## src/hw/rtl/bba_pkg.sv

```systemverilog
`default_nettype none

package bba_pkg;

    // Defaults for the top-level parameters
    localparam int MAX_BLOCKS_DEF = 4096;
    localparam int WORD_BITS_DEF  = 64;

    // The block field is 12 bits wide, so no more than this many blocks are addressable
    localparam int FIELD_LIMIT = 4096;

    localparam int BLK_W = 12;          // block number
    localparam int CFG_W = 13;          // total_blocks register
    localparam int SUM_W = 14;          // block arithmetic with one word of headroom
    localparam logic [CFG_W-1:0] TOTAL_RST = CFG_W'(4096);

    typedef enum logic {
        OP_ALLOC = 1'b0,
        OP_FREE  = 1'b1
    } t_op;

    typedef enum logic [1:0] {
        ST_OK          = 2'd0,
        ST_NO_FREE     = 2'd1,
        ST_DOUBLE_FREE = 2'd2,
        ST_RANGE       = 2'd3
    } t_status;

    typedef enum logic [2:0] {
        S_CLEAR,
        S_IDLE,
        S_SEEK,
        S_FREE_CHK,
        S_SCAN
    } t_state;

    typedef struct packed {
        logic             op;
        logic [BLK_W-1:0] block;
    } t_req;

    typedef struct packed {
        logic [BLK_W-1:0] granted_block;
        logic [1:0]       status;
    } t_resp;

    // controller -> datapath
    typedef struct packed {
        logic    clr_wr;
        logic    load;
        logic    seek_adv;
        logic    rd_en;
        logic    rd_next;
        logic    scan_adv;
        logic    wr_set;
        logic    wr_clr;
        logic    respond;
        logic    grant;
        t_status status;
    } t_cmd;

    // datapath -> controller
    typedef struct packed {
        logic clr_last;
        logic lim_zero;
        logic blk_range;
        logic seek_done;
        logic hit;
        logic scan_end;
        logic bit_set;
    } t_stat;

endpackage

`default_nettype wire

```

## src/hw/rtl/bba_ctrl.sv

```systemverilog
`default_nettype none

module bba_ctrl (
    input  wire logic           i_clk,
    input  wire logic           i_rst_n,
    input  wire logic           i_start,
    input  wire logic           i_op,
    input  wire bba_pkg::t_stat i_stat,
    output bba_pkg::t_cmd       o_cmd,
    output logic                o_busy
);

    bba_pkg::t_state r_state;
    bba_pkg::t_state n_state;

    always_ff @(posedge i_clk) begin
        if (!i_rst_n) begin
            r_state <= bba_pkg::S_CLEAR;
        end else begin
            r_state <= n_state;
        end
    end

    always_comb begin
        n_state = r_state;
        o_cmd   = '0;
        o_cmd.status = bba_pkg::ST_OK;
        case (r_state)
            bba_pkg::S_CLEAR: begin
                o_cmd.clr_wr = 1'b1;
                if (i_stat.clr_last) begin
                    n_state = bba_pkg::S_IDLE;
                end
            end
            bba_pkg::S_IDLE: begin
                if (i_start) begin
                    o_cmd.load = 1'b1;
                    if (i_op == bba_pkg::OP_ALLOC) begin
                        if (i_stat.lim_zero) begin
                            o_cmd.respond = 1'b1;
                            o_cmd.status  = bba_pkg::ST_NO_FREE;
                        end else begin
                            o_cmd.rd_en = 1'b1;
                            n_state     = bba_pkg::S_SCAN;
                        end
                    end else if (i_stat.blk_range) begin
                        o_cmd.respond = 1'b1;
                        o_cmd.status  = bba_pkg::ST_RANGE;
                    end else begin
                        n_state = bba_pkg::S_SEEK;
                    end
                end
            end
            bba_pkg::S_SEEK: begin
                if (i_stat.seek_done) begin
                    o_cmd.rd_en = 1'b1;
                    n_state     = bba_pkg::S_FREE_CHK;
                end else begin
                    o_cmd.seek_adv = 1'b1;
                end
            end
            bba_pkg::S_FREE_CHK: begin
                o_cmd.respond = 1'b1;
                if (i_stat.bit_set) begin
                    o_cmd.wr_clr = 1'b1;
                    o_cmd.status = bba_pkg::ST_OK;
                end else begin
                    o_cmd.status = bba_pkg::ST_DOUBLE_FREE;
                end
                n_state = bba_pkg::S_IDLE;
            end
            bba_pkg::S_SCAN: begin
                if (i_stat.hit) begin
                    o_cmd.wr_set  = 1'b1;
                    o_cmd.respond = 1'b1;
                    o_cmd.grant   = 1'b1;
                    o_cmd.status  = bba_pkg::ST_OK;
                    n_state       = bba_pkg::S_IDLE;
                end else if (i_stat.scan_end) begin
                    o_cmd.respond = 1'b1;
                    o_cmd.status  = bba_pkg::ST_NO_FREE;
                    n_state       = bba_pkg::S_IDLE;
                end else begin
                    o_cmd.rd_en    = 1'b1;
                    o_cmd.rd_next  = 1'b1;
                    o_cmd.scan_adv = 1'b1;
                end
            end
            default: begin
                n_state = bba_pkg::S_IDLE;
            end
        endcase
    end

    assign o_busy = (r_state != bba_pkg::S_IDLE);

endmodule

`default_nettype wire

```

## config.mk

```make
export PLATFORM = sky130hd
export DESIGN_NAME = bba_ctrl
export DESIGN_NICKNAME = d
export VERILOG_FILES = /design/src/hw/rtl/bba_pkg.sv /design/src/hw/rtl/bba_ctrl.sv
export SDC_FILE = /design/constraint.sdc
export NUM_CORES = 1
export LEC_CHECK = 0
export ABC_AREA = 1
export BUFFER_PORTS_ARGS = -buffer_cell sky130_fd_sc_hd__clkbuf_2
export CAP_MARGIN = 10
export CELL_PAD_IN_SITES_DETAIL_PLACEMENT = 1
export CELL_PAD_IN_SITES_GLOBAL_PLACEMENT = 1
export CORE_MARGIN = 8
export CORE_UTILIZATION = 25
export CTS_CLUSTER_DIAMETER = 120
export CTS_CLUSTER_SIZE = 28
export DETAILED_ROUTE_END_ITERATION = 7
export PLACE_DENSITY_LB_ADDON = 0.1
export SYNTH_ARGS = -nofsm -noshare
export SYNTH_HDL_FRONTEND = slang
export SYNTH_SLANG_ARGS = --single-unit
export TNS_END_PERCENT = 30
```

## constraint.sdc

```tcl
create_clock -name i_clk -period 1.75 [get_ports i_clk]
set_input_delay 0.2625 -clock i_clk [delete_from_list [all_inputs] [get_ports i_clk]]
set_output_delay 0.2625 -clock i_clk [all_outputs]
set_load 0.005 [all_outputs]
```

# Word-level counts from Yosys, hierarchy flattened
# Index checks and enable logic that the tools add are counted.
totals:
  reg_bits: 3
  latchBits: 0
  ram_bits: 0
  romBits: 0
  output_inout_bits: 13
  wordCells: 55
  n_memories: 0
op_classes:
  addsub: 0
  multipliers: 0
  n_div: 0
  order_cmp: 0
  eq_ne: 11
  shift: 0
  n_mux: 41
  n_bitwise: 0
  n_reduce_logical: 2
op_table:
  columns: ["operator", "count"]
  rows:
  - ["$mux 3", 11]
  - ["$mux 1", 22]
  - ["$pmux 3 s4", 1]
  - ["$ne 3x3->1 const B", 3]
  - ["$mux 2", 4]
  - ["$eq 3x2->1 const B", 2]
  - ["$ne 2x2->1 const B", 3]
  - ["$pmux 1 s3", 2]
  - ["$pmux 2 s3", 1]
  - ["$reduce_and 6->1", 1]
  - ["$eq 3x1->1 const B", 1]
  - ["$eq 3x3->1 const B", 1]
  - ["$logic_not 3->1", 1]
  - ["$ne 3x1->1 const B", 1]

# Logic depth before layout (Yosys ltp)
# Gate-level depths: netlist (run 1).
logic_depth:
  depth_word: 4
  ltp_mapped: 8
  mapped_depth_nobuf: 8

# Worst setup path after synthesis (run 1)
# No wires, ideal clock.
synth_timing:
  path_type: "flip-flop to output port"
  from: "register r_state[0]"
  to: "output port o_cmd[8] (netlist name)"
  arrival_ns: 0.951
  required_ns: 1.487
  path_slack_ns: 0.536
  path_stages_with_launch: 7
  cell_sequence: "dfxtp_1 -> inv_2 -> nor3_4 -> inv_2 -> nor2_4 -> nand2_2 -> o211ai_1"
synth_lines:
  columns: ["element", "line", "text"]
  rows:
  - ["start: declaration", "bba_ctrl.sv:13", "bba_pkg::t_state r_state;"]
  - ["start signal: assignment", "bba_ctrl.sv:18", "r_state <= bba_pkg::S_CLEAR;"]
  - ["start signal: assignment", "bba_ctrl.sv:20", "r_state <= n_state;"]
  - ["end: declaration", "bba_ctrl.sv:9", "output bba_pkg::t_cmd o_cmd,"]

==> reports/qor_table.md, run 1 <==
| Metric | Value | Unit |
|---|---|---|
| Outcome | finished, final reports clean | - |
| Clk root buf | sky130_fd_sc_hd__clkbuf_4 | - |
| H-tree depth | 1 | - |
| Sequential cell area fraction in the yosys report | 17.9 | % |
| Std cell rows | 13 | - |
| Worst setup SP type | flop | - |
| Number of max-cap violations | 0 | - |
| Time the final worst path needs with I/O delays and setup | 1.66 | ns |
| Number of setup violations in the final report | 0 | - |
| CTS hold repair buffers | 0 | - |
| Share of the clock period used by the worst path after layout | 94.9 | % |
| Synth unique cells | 19 | - |
| Buffer depth of the longest clock path | 2 | - |
| Post-detailed-route count of antenna-violating nets | 0 | - |
| Total I/O pin count | 24 | - |
| Inst Count DP | 92 | - |
| Post-route insts no fill | 97 | - |
| IR drop worst, VDD | 0.254 | mV |
| Post-synthesis average cell area | 5.99 | um^2 |
| Top reg by flops | r_state | - |
| Achievable frequency | 602 | MHz |
| Post-Synthesis Net Count | 67 | - |
| Clock slew seen by the registers of the worst setup and hold paths | 0.04 | ns |
| Worst slew margin relative to its limit | 81.4 | % |
| Final Instance Area | 489 | um^2 |
| Leak Pwr | 0.300 | nW |
| Vias per cell | 4.61 | - |
| Share of cells above drive strength 1 | 47.6 | % |
| Number of hold-slack violations in the final timing report | 0 | - |
| Setup TNS | 0 | ns |
| CTS tree | done | - |
| Biggest fanout along the worst timing path | 4 | - |
| Worst setup slack before clock tree synthesis | 0.320 | ns |
| Critical Path AT | 1.40 | ns |
| Post-placement cell area | 454 | um^2 |
| Number of buffers added on ports | 23 | - |
| Most instantiated library cell after synthesis | sky130_fd_sc_hd__inv_1 | - |
| Global placement routability congestion | 0.728 | - |
| Number of pins exceeding their max-slew limit in the final report | 0 | - |
| Number of synthesized flops with an enable pin | 0 | - |
| Routed length per placed instance | 12.2 | um |
| Crit end category | primary output | - |
| Worst endpoint required time | 1.49 | ns |
| Tightest hold margin | 0.271 | ns |
| Commonest register cell after synthesis | sky130_fd_sc_hd__dfxtp_1 | - |
| Flip-flop count of the largest register, all copies and words added | 3 | - |
| Regs by FF count | r_state (3) | - |
| Global-route total usage across every layer | 9.62 | % |
| Initial Utilization | 26.1 | % |
| Number of warnings issued by yosys | 0 | - |
| Ant diodes | 0 | - |
| Worst skew pair latency | 0.25 | ns |
| RSZ-0062 raised after global routing | false | - |
| Number of vias after detailed routing | 447 | - |
| Total Die Area | 2770 | um^2 |
| Drt first pass iters | 2 | - |
| Total length of routed wires | 1180 | um |
| Vias in the first global route | 458 | - |
| Transition time at the pin with the least slew margin | 0.278 | ns |
| Area growth, synth to finish | 45.9 | % |
| Share of synthesized registers carrying an async set or reset | 0 | % |
| Crit path kind | flop to primary output | - |
| Number of buffers created by CTS | 3 | - |
| First-iteration detailed-routing DRC count | 5 | - |
| Areal power density over the cells | 776 | nW/um^2 |
| Commonest cells post-synth | sky130_fd_sc_hd__inv_1, sky130_fd_sc_hd__nand2_1, sky130_fd_sc_hd__nand3_1, sky130_fd_sc_hd__nor2_1, sky130_fd_sc_hd__inv_2 | - |
| Slack of the critical path | 0.0895 | ns |
| Share of the core filled with cells | 38.1 | % |
| Total number of clock tree sinks | 3 | - |
| Final routed DRC violation total | 0 | - |
| Die Ht | 52.6 | um |
| Total power consumption of the routed design | 380 | uW |
| Core area | 1280 | um^2 |
| Main area contributors after synthesis | sky130_fd_sc_hd__dfxtp_1, sky130_fd_sc_hd__inv_1, sky130_fd_sc_hd__nand2_1 | - |
| Share of Yosys cell area claimed by the top area cell type | 17.9 | % |
| Maximum number of pins on one net before global-route repair | 7 | - |
| Area of the mapped netlist | 335 | um^2 |
| Worst clock skew on the final layout | 0.00814 | ns |
| Number of antenna violations at the first check in global routing | 0 | - |
| Post-Synthesis Cells | 56 | - |
| First-pass GRT wire length | 1950 | um |
| Overall die width | 52.6 | um |
| DP Wirelength | 982 | um |
| Post-synth top area cell | sky130_fd_sc_hd__dfxtp_1 | - |
| Nets | 94 | - |
| Remaining Overflow, GRT | 0 | - |
| Synthesis-stage register bit count | 3 | - |
| Type of the tightest min-delay check | input port to flop | - |
==> per-layer routing <==
metal | up-vias | track usage (%) | routed length, um
met4 | 0 | 9.05 | 53
met3 | 5 | 2.84 | 87
li1 | 228 | - | -
met2 | 15 | 16.6 | 624
met5 | - | 0 | 0
met1 | 199 | 8.73 | 416
==> final cells by class <==
type	count	area [um^2]
multi-input cells	36	204
clock buffers	4	26.3
inverters	15	56.3
flip-flops and latches	3	61.3
fillers	186	796
well taps	15	18.8
repair buffers	24	123
==> power by group <==
| group | switching [mW] | leakage, nW | internal, mW |
|---|---|---|---|
| logic | 0.0897 | 0.260 | 0.0683 |
| registers | 0.0124 | 0.0248 | 0.0782 |
| clock network | 0.0450 | 0.0150 | 0.0860 |
==> placed cells by master, fill, tap and decap left out <==
cell and n:
sky130_fd_sc_hd__nand2_1 9, sky130_fd_sc_hd__a21oi_1 1, sky130_fd_sc_hd__clkbuf_1 1, sky130_fd_sc_hd__o21ai_0 1, sky130_fd_sc_hd__nor3_4 1, sky130_fd_sc_hd__clkbuf_2 23, sky130_fd_sc_hd__nor2_2 1, sky130_fd_sc_hd__o211ai_1 2
sky130_fd_sc_hd__nor2_1 5, sky130_fd_sc_hd__nor2_4 1, sky130_fd_sc_hd__nand3_1 5, sky130_fd_sc_hd__dfxtp_2 1, sky130_fd_sc_hd__nor3_1 1, sky130_fd_sc_hd__dfxtp_1 2, sky130_fd_sc_hd__inv_2 4, sky130_fd_sc_hd__inv_1 11
sky130_fd_sc_hd__nand2_2 2, sky130_fd_sc_hd__o21ai_1 2, sky130_fd_sc_hd__buf_4 1, sky130_fd_sc_hd__clkbuf_4 3, sky130_fd_sc_hd__nand4_1 3, sky130_fd_sc_hd__nand3_2 1, sky130_fd_sc_hd__a21boi_2 1
==> final timing paths <==
kind                                start                       to  slack (ns)  cells past startpoint
setup / recovery  r_state[0]$_SDFFE_PN0P_                 o_cmd[8]        0.09                      7
hold / removal                    i_rst_n  r_state[0]$_SDFFE_PN0P_        0.27                      3
setup reg to reg  r_state[1]$_SDFFE_PN0P_  r_state[0]$_SDFFE_PN0P_        0.61                      8
hold reg to reg   r_state[0]$_SDFFE_PN0P_  r_state[0]$_SDFFE_PN0P_        0.63                      4
==> logic make-up after synthesis <==
group	count (synthesis)	share of synthesized area [%]
compound gates	7	13.8
simple gates	29	47.0
flops	3	17.9
buf+inv	17	21.3
==> worst max-delay path: stages, from the launching register on <==
cell and delay, ns:
sky130_fd_sc_hd__dfxtp_2 0.36, sky130_fd_sc_hd__inv_2 0.08, sky130_fd_sc_hd__nor3_4 0.23, sky130_fd_sc_hd__inv_2 0.09, sky130_fd_sc_hd__nor2_4 0.11, sky130_fd_sc_hd__nand2_2 0.07
sky130_fd_sc_hd__o211ai_1 0.08, sky130_fd_sc_hd__clkbuf_2 0.14
==> what timing repair did <==
item / 4_1_cts / 5_1_grt
gates resized for setup: 0 / 1
setup buffers: 0 / 1
endpoints found under the setup margin: 0 / 1
No activity file was read; power rests on OpenSTA's default activity.
==> run 2: changes to the inputs <==
--- a/config.mk
+++ b/config.mk
@@ -16,6 +16,7 @@
 export CTS_CLUSTER_SIZE = 28
 export DETAILED_ROUTE_END_ITERATION = 7
 export PLACE_DENSITY_LB_ADDON = 0.1
+export REMOVE_ABC_BUFFERS = 1
 export SYNTH_ARGS = -nofsm -noshare
 export SYNTH_HDL_FRONTEND = slang
 export SYNTH_SLANG_ARGS = --single-unit
==> run 2 against run 1 <==
Effect of this change: clock skew shrank 0.0045 ns; hold slack gained 0.0016 ns; critical path depth is the same; core utilization shrank 0.58 points; via count shrank 1.3%; first-iteration DRC count is the same; global-route usage shrank 0.62 points; register-to-register slack is essentially flat; sequential share of layout area grew 0.20 points; fmax grew 1.8%; non-clock buffer count shrank 1; wire length shrank 3.8%.
==> reports/qor_table.md, run 2 (synthesized netlist as in run 1, its figures left out) <==
| Metric | Value | Unit | Delta |
|---|---|---|---|
| Regs by FF count | r_state (3) | - |  |
| Drt first pass iters | 4 | - | +2 |
| Worst r2r path cells | 8 | - | unchanged |
| Number of buffers added on ports | 23 | - | unchanged |
| Met1 GRT Util | 9.21 | % | +0.48 points |
| Final routed DRC violation total | 0 | - | unchanged |
| Leak Pwr | 0.294 | nW | -1.7% |
| CTS hold repair buffers | 0 | - | unchanged |
| Remaining Overflow, GRT | 0 | - | unchanged |
| Comb power frac | 41.0 | % | -0.6 points |
| Internal portion of total power | 226 | uW | -3.0% |
| Global-route total usage across every layer | 8.99 | % | -0.62 points |
| Post-detailed-route count of antenna-violating nets | 0 | - | unchanged |
| First-pass GRT wire length | 1860 | um | -4.6% |
| Worst endpoint required time | 1.49 | ns | about the same |
| Share of cells above drive strength 1 | 46.9 | % | -0.65 points |
| Number of pins exceeding their max-slew limit in the final report | 0 | - | unchanged |
| Cells on Worst Hold Path | 3 | - | unchanged |
| Maximum number of pins on one net before global-route repair | 7 | - | unchanged |
| Ant diodes | 0 | - | unchanged |
| Outcome | finished, final reports clean | - |  |
| Worst slew margin relative to its limit | 80.9 | % | -0.54 points |
| Commonest non-fill, non-tap cells in the layout | sky130_fd_sc_hd__clkbuf_2, sky130_fd_sc_hd__inv_1, sky130_fd_sc_hd__nand2_1 | - |  |
| Worst skew pair latency | 0.23 | ns | -0.02 ns |
| Die Ht | 52.6 | um | unchanged |
| Areal power density over the cells | 753 | nW/um^2 | -3.0% |
| Area growth, synth to finish | 43.7 | % |  |
| Number of setup violations in the final report | 0 | - | unchanged |
| Number of vias after detailed routing | 441 | - | -1.3% |
| Overall die width | 52.6 | um | unchanged |
| Top reg by flops | r_state | - |  |
| Clk pwr share | 34.0 | % | -0.5 points |
| Number of hold-slack violations in the final timing report | 0 | - | unchanged |
| Worst setup slack before clock tree synthesis | 0.336 | ns | +0.0162 ns |
| Critical Path AT | 1.37 | ns | -0.03 ns |
| Share of the clock period used by the worst path after layout | 93.2 | % | -1.7 points |
| Worst clock skew on the final layout | 0.00361 | ns | -0.00452 ns |
| Vias per cell | 4.59 | - | -0.31% |
| Buffer depth of the longest clock path | 2 | - | unchanged |
| DP Wirelength | 1010 | um | +3.3% |
| Reported net switching power | 137 | uW | -6.9% |
| Routed length per placed instance | 11.8 | um | -2.8% |
| Setup TNS | 0 | ns | unchanged |
| CTS tree | done | - |  |
| Initial Utilization | 26.1 | % | unchanged |
| Clock slew seen by the registers of the worst setup and hold paths | 0.04 | ns | about the same |
| Number of antenna violations at the first check in global routing | 0 | - | unchanged |
| Clk root buf | sky130_fd_sc_hd__clkbuf_4 | - |  |
| Slack of the critical path | 0.119 | ns | +0.0293 ns |
| RSZ-0062 raised after global routing | false | - |  |
| Number of buffers created by CTS | 3 | - | unchanged |
| Global placement routability congestion | 0.699 | - | -3.9% |
| Cts repair resizes | 0 | - | unchanged |
| H-tree depth | 1 | - | unchanged |
| Crit end category | primary output | - |  |
| IR drop worst, VDD | 0.272 | mV | +6.8% |
| Flip-flop count of the largest register, all copies and words added | 3 | - | unchanged |
| Nets | 93 | - | -1.1% |
| Transition time at the pin with the least slew margin | 0.286 | ns | +0.00802 ns |
| Number of max-cap violations | 0 | - | unchanged |
| Total length of routed wires | 1140 | um | -3.8% |
| Routing usage on met3 | 2.84 | % | unchanged |
| Total number of clock tree sinks | 3 | - | unchanged |
| Std cell rows | 13 | - | unchanged |
| Total Die Area | 2770 | um^2 | unchanged |
| Type of the tightest min-delay check | input port to flop | - |  |
| Most common cell after layout, fill and taps aside | sky130_fd_sc_hd__clkbuf_2 | - |  |
| Total I/O pin count | 24 | - | unchanged |
| Biggest fanout along the worst timing path | 4 | - | unchanged |
| Sequential share of power | 25.0 | % | +1.1 points |
| Post-CTS Repair Setup Buffers | 0 | - | unchanged |
| Time the final worst path needs with I/O delays and setup | 1.63 | ns | -0.0293 ns |
| Vias in the first global route | 431 | - | -5.9% |
| Met2 usage in global routing | 15.6 | % | -0.99 points |
| Core area | 1280 | um^2 | unchanged |
| Switching portion of total power | 37.8 | % | -0.98 points |
| First-iteration detailed-routing DRC count | 5 | - | unchanged |
| Busiest grt layer | met2 | - |  |
| Worst setup SP type | flop | - |  |
| Achievable frequency | 613 | MHz | +1.8% |
| Crit path kind | flop to primary output | - |  |
run 2: cell count changes in the layout (fill, tap and decap cells not counted), sizes merged:
| cell | before | now |
|---|---|---|
| buf | 1 | 0 |
run 2: worst paths after layout:
| check | startpoint | to | slack (ns) |
|---|---|---|---|
| max | r_state[0]$_SDFFE_PN0P_ | o_cmd[8] | 0.12 |
| min reg2reg | r_state[0]$_SDFFE_PN0P_ | r_state[0]$_SDFFE_PN0P_ | 0.62 |
| min | i_rst_n | r_state[0]$_SDFFE_PN0P_ | 0.27 |
| max reg2reg | r_state[1]$_SDFFE_PN0P_ | r_state[0]$_SDFFE_PN0P_ | 0.60 |
run 2: cell type report:
class / count / area (um^2)
timing repair buffer: 23 / 115
multi-input combinational: 36 / 204
fill: 182 / 803
clock buffer: 4 / 26.3
sequential: 3 / 61.3
inverter: 15 / 56.3
tap: 15 / 18.8
run 2: power by group through the flow:
stage	registers [mW]	clock network (mW)	logic, mW
CTS	0.0897	0.125	0.152
finish	0.0908	0.123	0.149
floorplan	0.0883	0	0.0950
global route	0.0915	0.137	0.171
global placement	0.0904	0	0.150
detailed placement	0.0906	0	0.151
run 2: metal layers:
metal	up-vias	wire [um]
li1	226	-
met1	197	430
met2	16	584
met3	2	94
met4	0	25
met5	-	0
run 2: critical path, stage by stage (launching register included):
cell and delay [ns]:
sky130_fd_sc_hd__dfxtp_2 0.36, sky130_fd_sc_hd__inv_2 0.07, sky130_fd_sc_hd__nor3_4 0.23, sky130_fd_sc_hd__inv_2 0.09, sky130_fd_sc_hd__nor2_4 0.10, sky130_fd_sc_hd__nand2_2 0.07
sky130_fd_sc_hd__o211ai_1 0.08, sky130_fd_sc_hd__clkbuf_2 0.14
run 2: through the flow:
stage / cell area, um^2 / util, % / hold slack, ns / total power, mW / std cells
2_1_floorplan: 320 / - / 0.384 / 0.183 / 54
3_3_place_gp: 454 / 35.3 / 0.533 / 0.241 / 92
3_5_place_dp: 454 / 35.3 / 0.529 / 0.242 / 92
4_1_cts: 480 / 37.4 / 0.287 / 0.367 / 96
5_1_grt: 482 / 37.5 / 0.293 / 0.400 / 96
6_report: 482 / 37.5 / 0.272 / 0.363 / 96
